### src/rtl/ecsf_pkg.sv
`default_nettype none

package ecsf_pkg;

   localparam int NUM_ENCODERS = 2;
   localparam int ENC_W = (NUM_ENCODERS > 1) ? $clog2(NUM_ENCODERS) : 1;

   localparam int CSR_IDX_W  = 2;
   localparam int CSR_DATA_W = 32;

   localparam logic [CSR_IDX_W-1:0] CSR_SPEED_SCALE      = 2'd0;
   localparam logic [CSR_IDX_W-1:0] CSR_FILTER_ALPHA     = 2'd1;
   localparam logic [CSR_IDX_W-1:0] CSR_DIRECTION_INVERT = 2'd2;

   localparam int ALPHA_W   = 17;
   localparam int DIR_INV_W = 2;

   localparam logic [ALPHA_W-1:0]   ALPHA_RESET   = 17'd16384;
   localparam logic [ALPHA_W-1:0]   ALPHA_ONE     = 17'd65536;
   localparam logic [DIR_INV_W-1:0] DIR_INV_RESET = 2'd2;

   localparam logic OP_EDGE = 1'b0;
   localparam logic OP_TICK = 1'b1;

   // Shared multiplier: signed operand times unsigned operand, registered product.
   localparam int MUL_A_W = 43;
   localparam int MUL_B_W = 17;
   localparam int PROD_W  = 60;
   localparam int ACC_W   = 50;

   typedef struct packed {
      logic opcode;
      logic encoder_id;
      logic b_level;
   } req_type;

   typedef struct packed {
      logic signed [15:0] pulse_count;
      logic signed [31:0] speed_rpm;
   } rsp_type;

   typedef enum logic [3:0] {
      ST_IDLE,
      ST_MUL_LO,
      ST_MUL_HI,
      ST_SUM,
      ST_RAW,
      ST_DIFF,
      ST_MUL_ALPHA,
      ST_STEP,
      ST_UPDATE,
      ST_RESP
   } state_type;

endpackage

`default_nettype wire

### src/rtl/encoder_count_and_speed_filter_core.sv
`default_nettype none

// Channel    | Direction | Handshake            | Payload
// req_       | in        | req_valid/req_ready  | ecsf_pkg::req_type
// rsp_       | out       | rsp_valid/rsp_ready  | ecsf_pkg::rsp_type
// csr_       | in        | csr_we, no wait      | csr_index, csr_wdata
//
// An edge transaction updates the count in the accept cycle; its result is
// registered at that same edge. A tick transaction walks the encoders on one
// shared 43x17 multiplier, stepping MUL_LO, MUL_HI, SUM, RAW, DIFF, MUL_ALPHA,
// STEP and UPDATE per encoder, then registers its result from RESP. Requests
// are taken only in idle with the result register free or being drained. Reset
// is synchronous and resets counts, filter state, CSRs, the FSM and rsp_valid.

module encoder_count_and_speed_filter_core (
   input  wire                                       clock,
   input  wire                                       reset,
   input  wire                                       req_valid,
   output logic                                      req_ready,
   input  ecsf_pkg::req_type                         req_data,
   output logic                                      rsp_valid,
   input  wire                                       rsp_ready,
   output ecsf_pkg::rsp_type                         rsp_data,
   input  wire                                       csr_we,
   input  wire  [ecsf_pkg::CSR_IDX_W-1:0]            csr_index,
   input  wire  [ecsf_pkg::CSR_DATA_W-1:0]           csr_wdata
);

   ecsf_pkg::state_type state_ff, state_in;

   logic [31:0]                        scale_ff, scale_in;
   logic [ecsf_pkg::ALPHA_W-1:0]       alpha_ff, alpha_in;
   logic [ecsf_pkg::DIR_INV_W-1:0]     dir_inv_ff, dir_inv_in;

   logic [15:0]        counter_ff [ecsf_pkg::NUM_ENCODERS];
   logic [15:0]        counter_in [ecsf_pkg::NUM_ENCODERS];
   logic [15:0]        prev_ff    [ecsf_pkg::NUM_ENCODERS];
   logic [15:0]        prev_in    [ecsf_pkg::NUM_ENCODERS];
   logic signed [31:0] filt_ff    [ecsf_pkg::NUM_ENCODERS];
   logic signed [31:0] filt_in    [ecsf_pkg::NUM_ENCODERS];

   logic [ecsf_pkg::ENC_W-1:0]         enc_idx_ff, enc_idx_in;
   logic                               id_ff, id_in;
   logic signed [ecsf_pkg::PROD_W-1:0] prod_ff, prod_in;
   logic signed [ecsf_pkg::ACC_W-1:0]  acc_ff, acc_in;
   logic                               rsp_valid_ff, rsp_valid_in;
   ecsf_pkg::rsp_type                  rsp_data_ff, rsp_data_in;

   logic [ecsf_pkg::ENC_W-1:0]          addr;
   logic [15:0]                         cnt_rd;
   logic [15:0]                         prev_rd;
   logic signed [31:0]                  filt_rd;
   logic [15:0]                         delta;
   logic signed [ecsf_pkg::MUL_A_W-1:0] delta_ext;
   logic signed [ecsf_pkg::ACC_W-1:0]   filt_ext;
   logic [ecsf_pkg::ALPHA_W-1:0]        alpha_eff;
   logic signed [ecsf_pkg::MUL_A_W-1:0] mul_a;
   logic [ecsf_pkg::MUL_B_W-1:0]        mul_b;
   logic signed [ecsf_pkg::MUL_A_W+ecsf_pkg::MUL_B_W:0] mul_full;
   logic signed [ecsf_pkg::PROD_W-1:0]  rnd_prod;
   logic signed [ecsf_pkg::ACC_W-1:0]   new_filt;
   logic [15:0]                         cnt_next;
   logic                                inv_bit;
   logic                                req_fire;

   assign req_fire  = req_valid && req_ready;
   assign rsp_valid = rsp_valid_ff;
   assign rsp_data  = rsp_data_ff;

   // One read port on the encoder state: the request in idle, the reported
   // encoder when answering a tick, the loop index otherwise.
   always_comb begin
      case (state_ff)
         ecsf_pkg::ST_IDLE: begin
            addr = ecsf_pkg::ENC_W'(req_data.encoder_id);
         end
         ecsf_pkg::ST_RESP: begin
            addr = ecsf_pkg::ENC_W'(id_ff);
         end
         default: begin
            addr = enc_idx_ff;
         end
      endcase
   end

   assign cnt_rd    = counter_ff[addr];
   assign prev_rd   = prev_ff[addr];
   assign filt_rd   = filt_ff[addr];
   assign delta     = cnt_rd - prev_rd;
   assign delta_ext = $signed({{(ecsf_pkg::MUL_A_W-16){delta[15]}}, delta});
   assign filt_ext  = $signed({{(ecsf_pkg::ACC_W-32){filt_rd[31]}}, filt_rd});
   assign alpha_eff = (alpha_ff > ecsf_pkg::ALPHA_ONE) ? ecsf_pkg::ALPHA_ONE : alpha_ff;
   assign inv_bit   = (int'(addr) < ecsf_pkg::DIR_INV_W) ? dir_inv_ff[addr] : 1'b0;
   assign mul_full  = mul_a * $signed({1'b0, mul_b});

   // Ties round away from zero: add half, minus one for negative values.
   assign rnd_prod  = prod_ff + (prod_ff[ecsf_pkg::PROD_W-1] ?
                                 ecsf_pkg::PROD_W'(32767) : ecsf_pkg::PROD_W'(32768));
   assign new_filt  = acc_ff + filt_ext;

   always_comb begin
      state_in     = state_ff;
      scale_in     = scale_ff;
      alpha_in     = alpha_ff;
      dir_inv_in   = dir_inv_ff;
      counter_in   = counter_ff;
      prev_in      = prev_ff;
      filt_in      = filt_ff;
      enc_idx_in   = enc_idx_ff;
      id_in        = id_ff;
      prod_in      = prod_ff;
      acc_in       = acc_ff;
      rsp_valid_in = rsp_valid_ff && !rsp_ready;
      rsp_data_in  = rsp_data_ff;
      req_ready    = 1'b0;
      mul_a        = $signed(acc_ff[ecsf_pkg::MUL_A_W-1:0]);
      mul_b        = alpha_eff;
      cnt_next     = (req_data.b_level ^ inv_bit) ? cnt_rd + 16'd1 : cnt_rd - 16'd1;

      if (csr_we) begin
         case (csr_index)
            ecsf_pkg::CSR_SPEED_SCALE: begin
               scale_in = csr_wdata;
            end
            ecsf_pkg::CSR_FILTER_ALPHA: begin
               alpha_in = csr_wdata[ecsf_pkg::ALPHA_W-1:0];
            end
            ecsf_pkg::CSR_DIRECTION_INVERT: begin
               dir_inv_in = csr_wdata[ecsf_pkg::DIR_INV_W-1:0];
            end
            default: begin
            end
         endcase
      end

      case (state_ff)
         ecsf_pkg::ST_IDLE: begin
            req_ready = !rsp_valid_ff || rsp_ready;
            if (req_fire) begin
               id_in = req_data.encoder_id;
               if (req_data.opcode == ecsf_pkg::OP_TICK) begin
                  enc_idx_in = '0;
                  state_in   = ecsf_pkg::ST_MUL_LO;
               end else begin
                  rsp_valid_in = 1'b1;
                  if (int'(req_data.encoder_id) < ecsf_pkg::NUM_ENCODERS) begin
                     counter_in[addr]        = cnt_next;
                     rsp_data_in.pulse_count = $signed(cnt_next);
                     rsp_data_in.speed_rpm   = filt_rd;
                  end else begin
                     rsp_data_in = '0;
                  end
               end
            end
         end
         ecsf_pkg::ST_MUL_LO: begin
            mul_a    = delta_ext;
            mul_b    = {1'b0, scale_ff[15:0]};
            prod_in  = mul_full[ecsf_pkg::PROD_W-1:0];
            state_in = ecsf_pkg::ST_MUL_HI;
         end
         ecsf_pkg::ST_MUL_HI: begin
            acc_in   = prod_ff[ecsf_pkg::ACC_W-1:0];
            mul_a    = delta_ext;
            mul_b    = {1'b0, scale_ff[31:16]};
            prod_in  = mul_full[ecsf_pkg::PROD_W-1:0];
            state_in = ecsf_pkg::ST_SUM;
         end
         ecsf_pkg::ST_SUM: begin
            acc_in   = $signed({prod_ff[ecsf_pkg::ACC_W-17:0], 16'd0}) + acc_ff;
            state_in = ecsf_pkg::ST_RAW;
         end
         ecsf_pkg::ST_RAW: begin
            acc_in   = (acc_ff + (acc_ff[ecsf_pkg::ACC_W-1] ?
                        ecsf_pkg::ACC_W'(127) : ecsf_pkg::ACC_W'(128))) >>> 8;
            state_in = ecsf_pkg::ST_DIFF;
         end
         ecsf_pkg::ST_DIFF: begin
            acc_in   = acc_ff - filt_ext;
            state_in = ecsf_pkg::ST_MUL_ALPHA;
         end
         ecsf_pkg::ST_MUL_ALPHA: begin
            prod_in  = mul_full[ecsf_pkg::PROD_W-1:0];
            state_in = ecsf_pkg::ST_STEP;
         end
         ecsf_pkg::ST_STEP: begin
            acc_in   = $signed({{(ecsf_pkg::ACC_W-ecsf_pkg::PROD_W+16)
                                  {rnd_prod[ecsf_pkg::PROD_W-1]}},
                                rnd_prod[ecsf_pkg::PROD_W-1:16]});
            state_in = ecsf_pkg::ST_UPDATE;
         end
         ecsf_pkg::ST_UPDATE: begin
            if (new_filt > ecsf_pkg::ACC_W'(64'sd2147483647)) begin
               filt_in[addr] = 32'sh7fffffff;
            end else if (new_filt < -ecsf_pkg::ACC_W'(64'sd2147483648)) begin
               filt_in[addr] = 32'sh80000000;
            end else begin
               filt_in[addr] = new_filt[31:0];
            end
            prev_in[addr] = cnt_rd;
            if (enc_idx_ff == ecsf_pkg::ENC_W'(ecsf_pkg::NUM_ENCODERS - 1)) begin
               state_in = ecsf_pkg::ST_RESP;
            end else begin
               enc_idx_in = ecsf_pkg::ENC_W'(enc_idx_ff + 1'b1);
               state_in   = ecsf_pkg::ST_MUL_LO;
            end
         end
         ecsf_pkg::ST_RESP: begin
            if (!rsp_valid_ff || rsp_ready) begin
               rsp_valid_in = 1'b1;
               if (int'(id_ff) < ecsf_pkg::NUM_ENCODERS) begin
                  rsp_data_in.pulse_count = $signed(cnt_rd);
                  rsp_data_in.speed_rpm   = filt_rd;
               end else begin
                  rsp_data_in = '0;
               end
               state_in = ecsf_pkg::ST_IDLE;
            end
         end
         default: begin
            state_in = ecsf_pkg::ST_IDLE;
         end
      endcase
   end

   always_ff @(posedge clock) begin
      if (reset) begin
         state_ff <= ecsf_pkg::ST_IDLE;
      end else begin
         state_ff <= state_in;
      end
   end

   always_ff @(posedge clock) begin
      if (reset) begin
         scale_ff     <= '0;
         alpha_ff     <= ecsf_pkg::ALPHA_RESET;
         dir_inv_ff   <= ecsf_pkg::DIR_INV_RESET;
         enc_idx_ff   <= '0;
         rsp_valid_ff <= 1'b0;
         for (int i = 0; i < ecsf_pkg::NUM_ENCODERS; i++) begin
            counter_ff[i] <= '0;
            prev_ff[i]    <= '0;
            filt_ff[i]    <= '0;
         end
      end else begin
         scale_ff     <= scale_in;
         alpha_ff     <= alpha_in;
         dir_inv_ff   <= dir_inv_in;
         enc_idx_ff   <= enc_idx_in;
         rsp_valid_ff <= rsp_valid_in;
         counter_ff   <= counter_in;
         prev_ff      <= prev_in;
         filt_ff      <= filt_in;
      end
   end

   always_ff @(posedge clock) begin
      id_ff       <= id_in;
      prod_ff     <= prod_in;
      acc_ff      <= acc_in;
      rsp_data_ff <= rsp_data_in;
   end

   // A tick transaction always starts the encoder walk at the first encoder.
   assert property (@(posedge clock) disable iff (reset)
      (req_fire && req_data.opcode == ecsf_pkg::OP_TICK)
         |=> (state_ff == ecsf_pkg::ST_MUL_LO && enc_idx_ff == '0))
      else $error("tick did not start the encoder walk");

   assert property (@(posedge clock) disable iff (reset)
      (req_fire && req_data.opcode == ecsf_pkg::OP_EDGE) |=> rsp_valid_ff)
      else $error("edge transaction produced no result");

   // Once the walk is done every snapshot matches its live count; the check covers encoder 0.
   assert property (@(posedge clock) disable iff (reset)
      (state_ff == ecsf_pkg::ST_RESP) |-> (prev_ff[0] == counter_ff[0]))
      else $error("previous count not refreshed by tick");

   assert property (@(posedge clock) disable iff (reset)
      (state_ff == ecsf_pkg::ST_RESP && rsp_valid_ff && !rsp_ready)
         |=> (state_ff == ecsf_pkg::ST_RESP))
      else $error("tick result would overwrite a pending result");

endmodule

`default_nettype wire
### config.mk
export PLATFORM = sky130hd
export DESIGN_NAME = encoder_count_and_speed_filter_core
export DESIGN_NICKNAME = d
export VERILOG_FILES = /design/src/rtl/ecsf_pkg.sv /design/src/rtl/encoder_count_and_speed_filter_core.sv
export SDC_FILE = /design/constraint.sdc
export NUM_CORES = 2
export LEC_CHECK = 0
export BUFFER_PORTS_ARGS = -buffer_cell sky130_fd_sc_hd__buf_4
export CELL_PAD_IN_SITES_DETAIL_PLACEMENT = 1
export CELL_PAD_IN_SITES_GLOBAL_PLACEMENT = 2
export CORE_MARGIN = 3
export CORE_UTILIZATION = 37
export DETAILED_ROUTE_END_ITERATION = 8
export PLACE_DENSITY = 0.76
export SLEW_MARGIN = 40
export SYNTH_ARGS = -nofsm -noshare
export SYNTH_HDL_FRONTEND = slang
export SYNTH_SLANG_ARGS = --single-unit
### constraint.sdc
create_clock -name clock -period 13.7 [get_ports clock]
set_input_delay 2.055 -clock clock [delete_from_list [all_inputs] [get_ports clock]]
set_output_delay 2.055 -clock clock [all_outputs]
set_load 0.01 [all_outputs]
==> results.md <==
* Max-slew violation count at 0
* Crit-path slowest cell: a2111oi_0
* Arrival time worst endpoint at 13.26 ns
* Die H at approximately 370 µm
* Critical Path Start Type: primary input
* Crit path time final at 12.92 ns
* CTS Buffer Depth at 3
* Largest net degree at the start of global routing at between 80 and 90
* Yosys reg bits at around 340
* Placed cell area at about 0.052 mm²
* CTS tree: yes
* # rows at between 100 and 150
* Syn Inst Count at 5927
* Post-DRT Antenna Nets at 0
* Actual slew at the worst max-slew pin at around 0.95 ns
* Sequential-to-total area share from yosys stat at 0.170
* H-tree levels at 2
* Vias at roughly 43000
* Final #Nets at a little under 7000
* Post-route cell area at around 0.054 mm²
* Synth top area share at 0.276
* # IOs at 92
* Number of global-route vias before repair at roughly 46000
* Final worst-path cycle share at 0.943
* Share of cells above drive strength 1 at 0.0672
* Setup crit end kind: register
* Hold path startpoint: scale_ff[5]
* Cts hold-fix bufs at 0
* WS Path Type: in2reg
* Placeable core area at 0.132 mm²
* Post-Synthesis Cell Area at slightly below 0.05 mm²
* Most common cell after layout, fill and taps aside: inv_1
* Max Cap Viol at 0
* CP max stage delay at ~0.74 ns
* Post-CTS setup buffer count at 0
* Post-layout util at 0.406
* Grt ovf at 0
* Initial antenna violation count at 5
* Worst VDD drop at 0.0678 mV
* Clock skew at around 0.042 ns
* # setup viols final at 0
* Global-route wire length before repair at 286 mm
* Largest cells by area after synthesis: fa_1, edfxtp_1, ha_1
* Syn_nets at slightly below 7000
* Slew headroom at 0.365
* Critical path launch point: req_data[1]
* Initial core utilization at 0.375
* Flop2flop setup slack at 1.35 ns
* Peak Freq at about 77 MHz
* RSZ-0062 raised after global routing: no
* PwrDens at 119 mW/mm²
* Die area at between 0.1 and 0.15 mm²
* Clk pin slew, worst setup/hold paths at around 0.06 ns
* Final TNS setup at 0 ns
* CP dominant cell by count: fa_1
* Min-delay worst type: reg2reg
* Final HPWL DP at roughly 150 mm
* Routability cong. at about 0.92
* Area leader, netlist: fa_1
* Clk sinks at 344
* Num CTS Buffers at 42
* Vias per cell at 5.56
* Most frequent cells in the layout: inv_1, nand2_1, fa_1
* Post-synth EDFFs at between 150 and 200
* PostCTS Resize Cnt at 0
* Status: completed
* Synthesis-to-finish area growth at 8.03%
* CP Max Fanout at 11
* PortBufs at 91
* Leakage at 24.4 nW
* Drt drc at 0
* Syn. warnings at 0
* Final Hold Fails at 0
* Average size of a mapped cell at 8.39 µm²
* Distinct cell type count after synthesis at a little over 100
* WL final at 186 mm
* Main flop type after synthesis: dfxtp_1
* Required time of the worst setup path at 14.04 ns
* Critical R2R Launch: state_ff[3]
* Clk_lat worst skew at just over 0.6 ns
* FFs w/ async S/R, synth at 0
* Total Routing Usage GR at 0.265
* Overall power at approximately 6.4 mW
* Layout fillers at between 15000 and 20000
* WL/cell at around 24 µm
* Drt pass-1 iters at 6
* CTS root buf: clkbuf_16
* Die width at between 300 and 400 µm
* Initial drt markers at 3074
per-layer routing:
layer  global-route usage  vias to the layer above  part of all wire
li1                     -                    19200                 -
met1                0.380                    22000              0.47
met2                0.427                     1184              0.46
met3               0.0356                      193             0.058
met4               0.0530                        0             0.020
met5                    0                        -                 0
metrics by stage:
stage | setup WS [ns] | std cells | hold WS [ns]
2_1_floorplan | 0.457 | 5927 | 0.424
3_3_place_gp | 0.448 | 7584 | 0.436
3_5_place_dp | 0.211 | 7584 | 0.446
4_1_cts | 0.807 | 7660 | 0.454
5_1_grt | 0.0375 | 7661 | 0.472
6_report | 0.782 | 7662 | 0.455
report_power, final:
group          internal, mW  switching, mW
Combinational          1.38           2.34
Sequential             1.29          0.217
Clock                 0.654          0.495
Total                  3.33           3.05
worst max-delay path, delay by kind of cell:
kind | cells | cell delay, ns
muxes | 1 | 0.66
buffers and inverters | 9 | 0.95
and+or+nand+nor | 6 | 1.13
adders and majority gates | 9 | 3.85
xor gates and xnor gates | 2 | 0.21
AOI/OAI and AO/OA | 16 | 4.39
logic make-up (layout without fill, tap and decap cells):
| family | after synthesis | in the layout | synth area share |
|---|---|---|---|
| DFF | 344 | 344 | 0.170 |
| other | 0 | 1 | 0 |
| xor gates and xnor gates | 310 | 310 | 0.0547 |
| muxes | 46 | 46 | 0.00931 |
| buffers and inverters | 1229 | 1208 | 0.0957 |
| adders and majority gates | 996 | 996 | 0.354 |
| and+or+nand+nor | 1857 | 1857 | 0.164 |
| AOI/OAI and AO/OA | 1145 | 1145 | 0.152 |
sequential cells by signal (all words and copies together) (netlist names):
name	cells
dir_inv_ff	2
acc_ff	50
rsp_valid	1
state_ff	4
prev_ff	32
rsp_data	48
alpha_ff	17
enc_idx_ff	1
counter_ff	32
id_ff	1
filt_ff	64
scale_ff	32
prod_ff	60
worst paths after layout:
path	end	depth (start not counted)
worst max-delay path	prod_ff[53]	43
worst min-delay path	scale_ff[5]	2
worst max register to register	prod_ff[53]	43
worst min register to register	scale_ff[5]	2
area by class of cell:
class	count	area (µm²)	area share
timing repair buffer	201	1530	0.0285
tap	1755	2200	0.0409
inverter	931	3490	0.0650
clock buffer	57	1190	0.0221
multi-input combinational	4354	36600	0.682
antenna	1	2.50	0.0000466
clock inverter	19	196	0.00366
sequential	344	8480	0.158
Yosys cell counts, types with 75 or more instances:
| master | n |
|---|---|
| a21oi_1 | 387 |
| o21ai_0 | 152 |
| ha_1 | 309 |
| a21o_1 | 114 |
| nand2_1 | 848 |
| nand3_1 | 75 |
| inv_1 | 912 |
| xor2_1 | 97 |
| xnor2_1 | 212 |
| dfxtp_1 | 185 |
| fa_1 | 686 |
| edfxtp_1 | 159 |
| nor2_1 | 535 |
| clkbuf_1 | 209 |
Power figures use the tool's default switching activity.
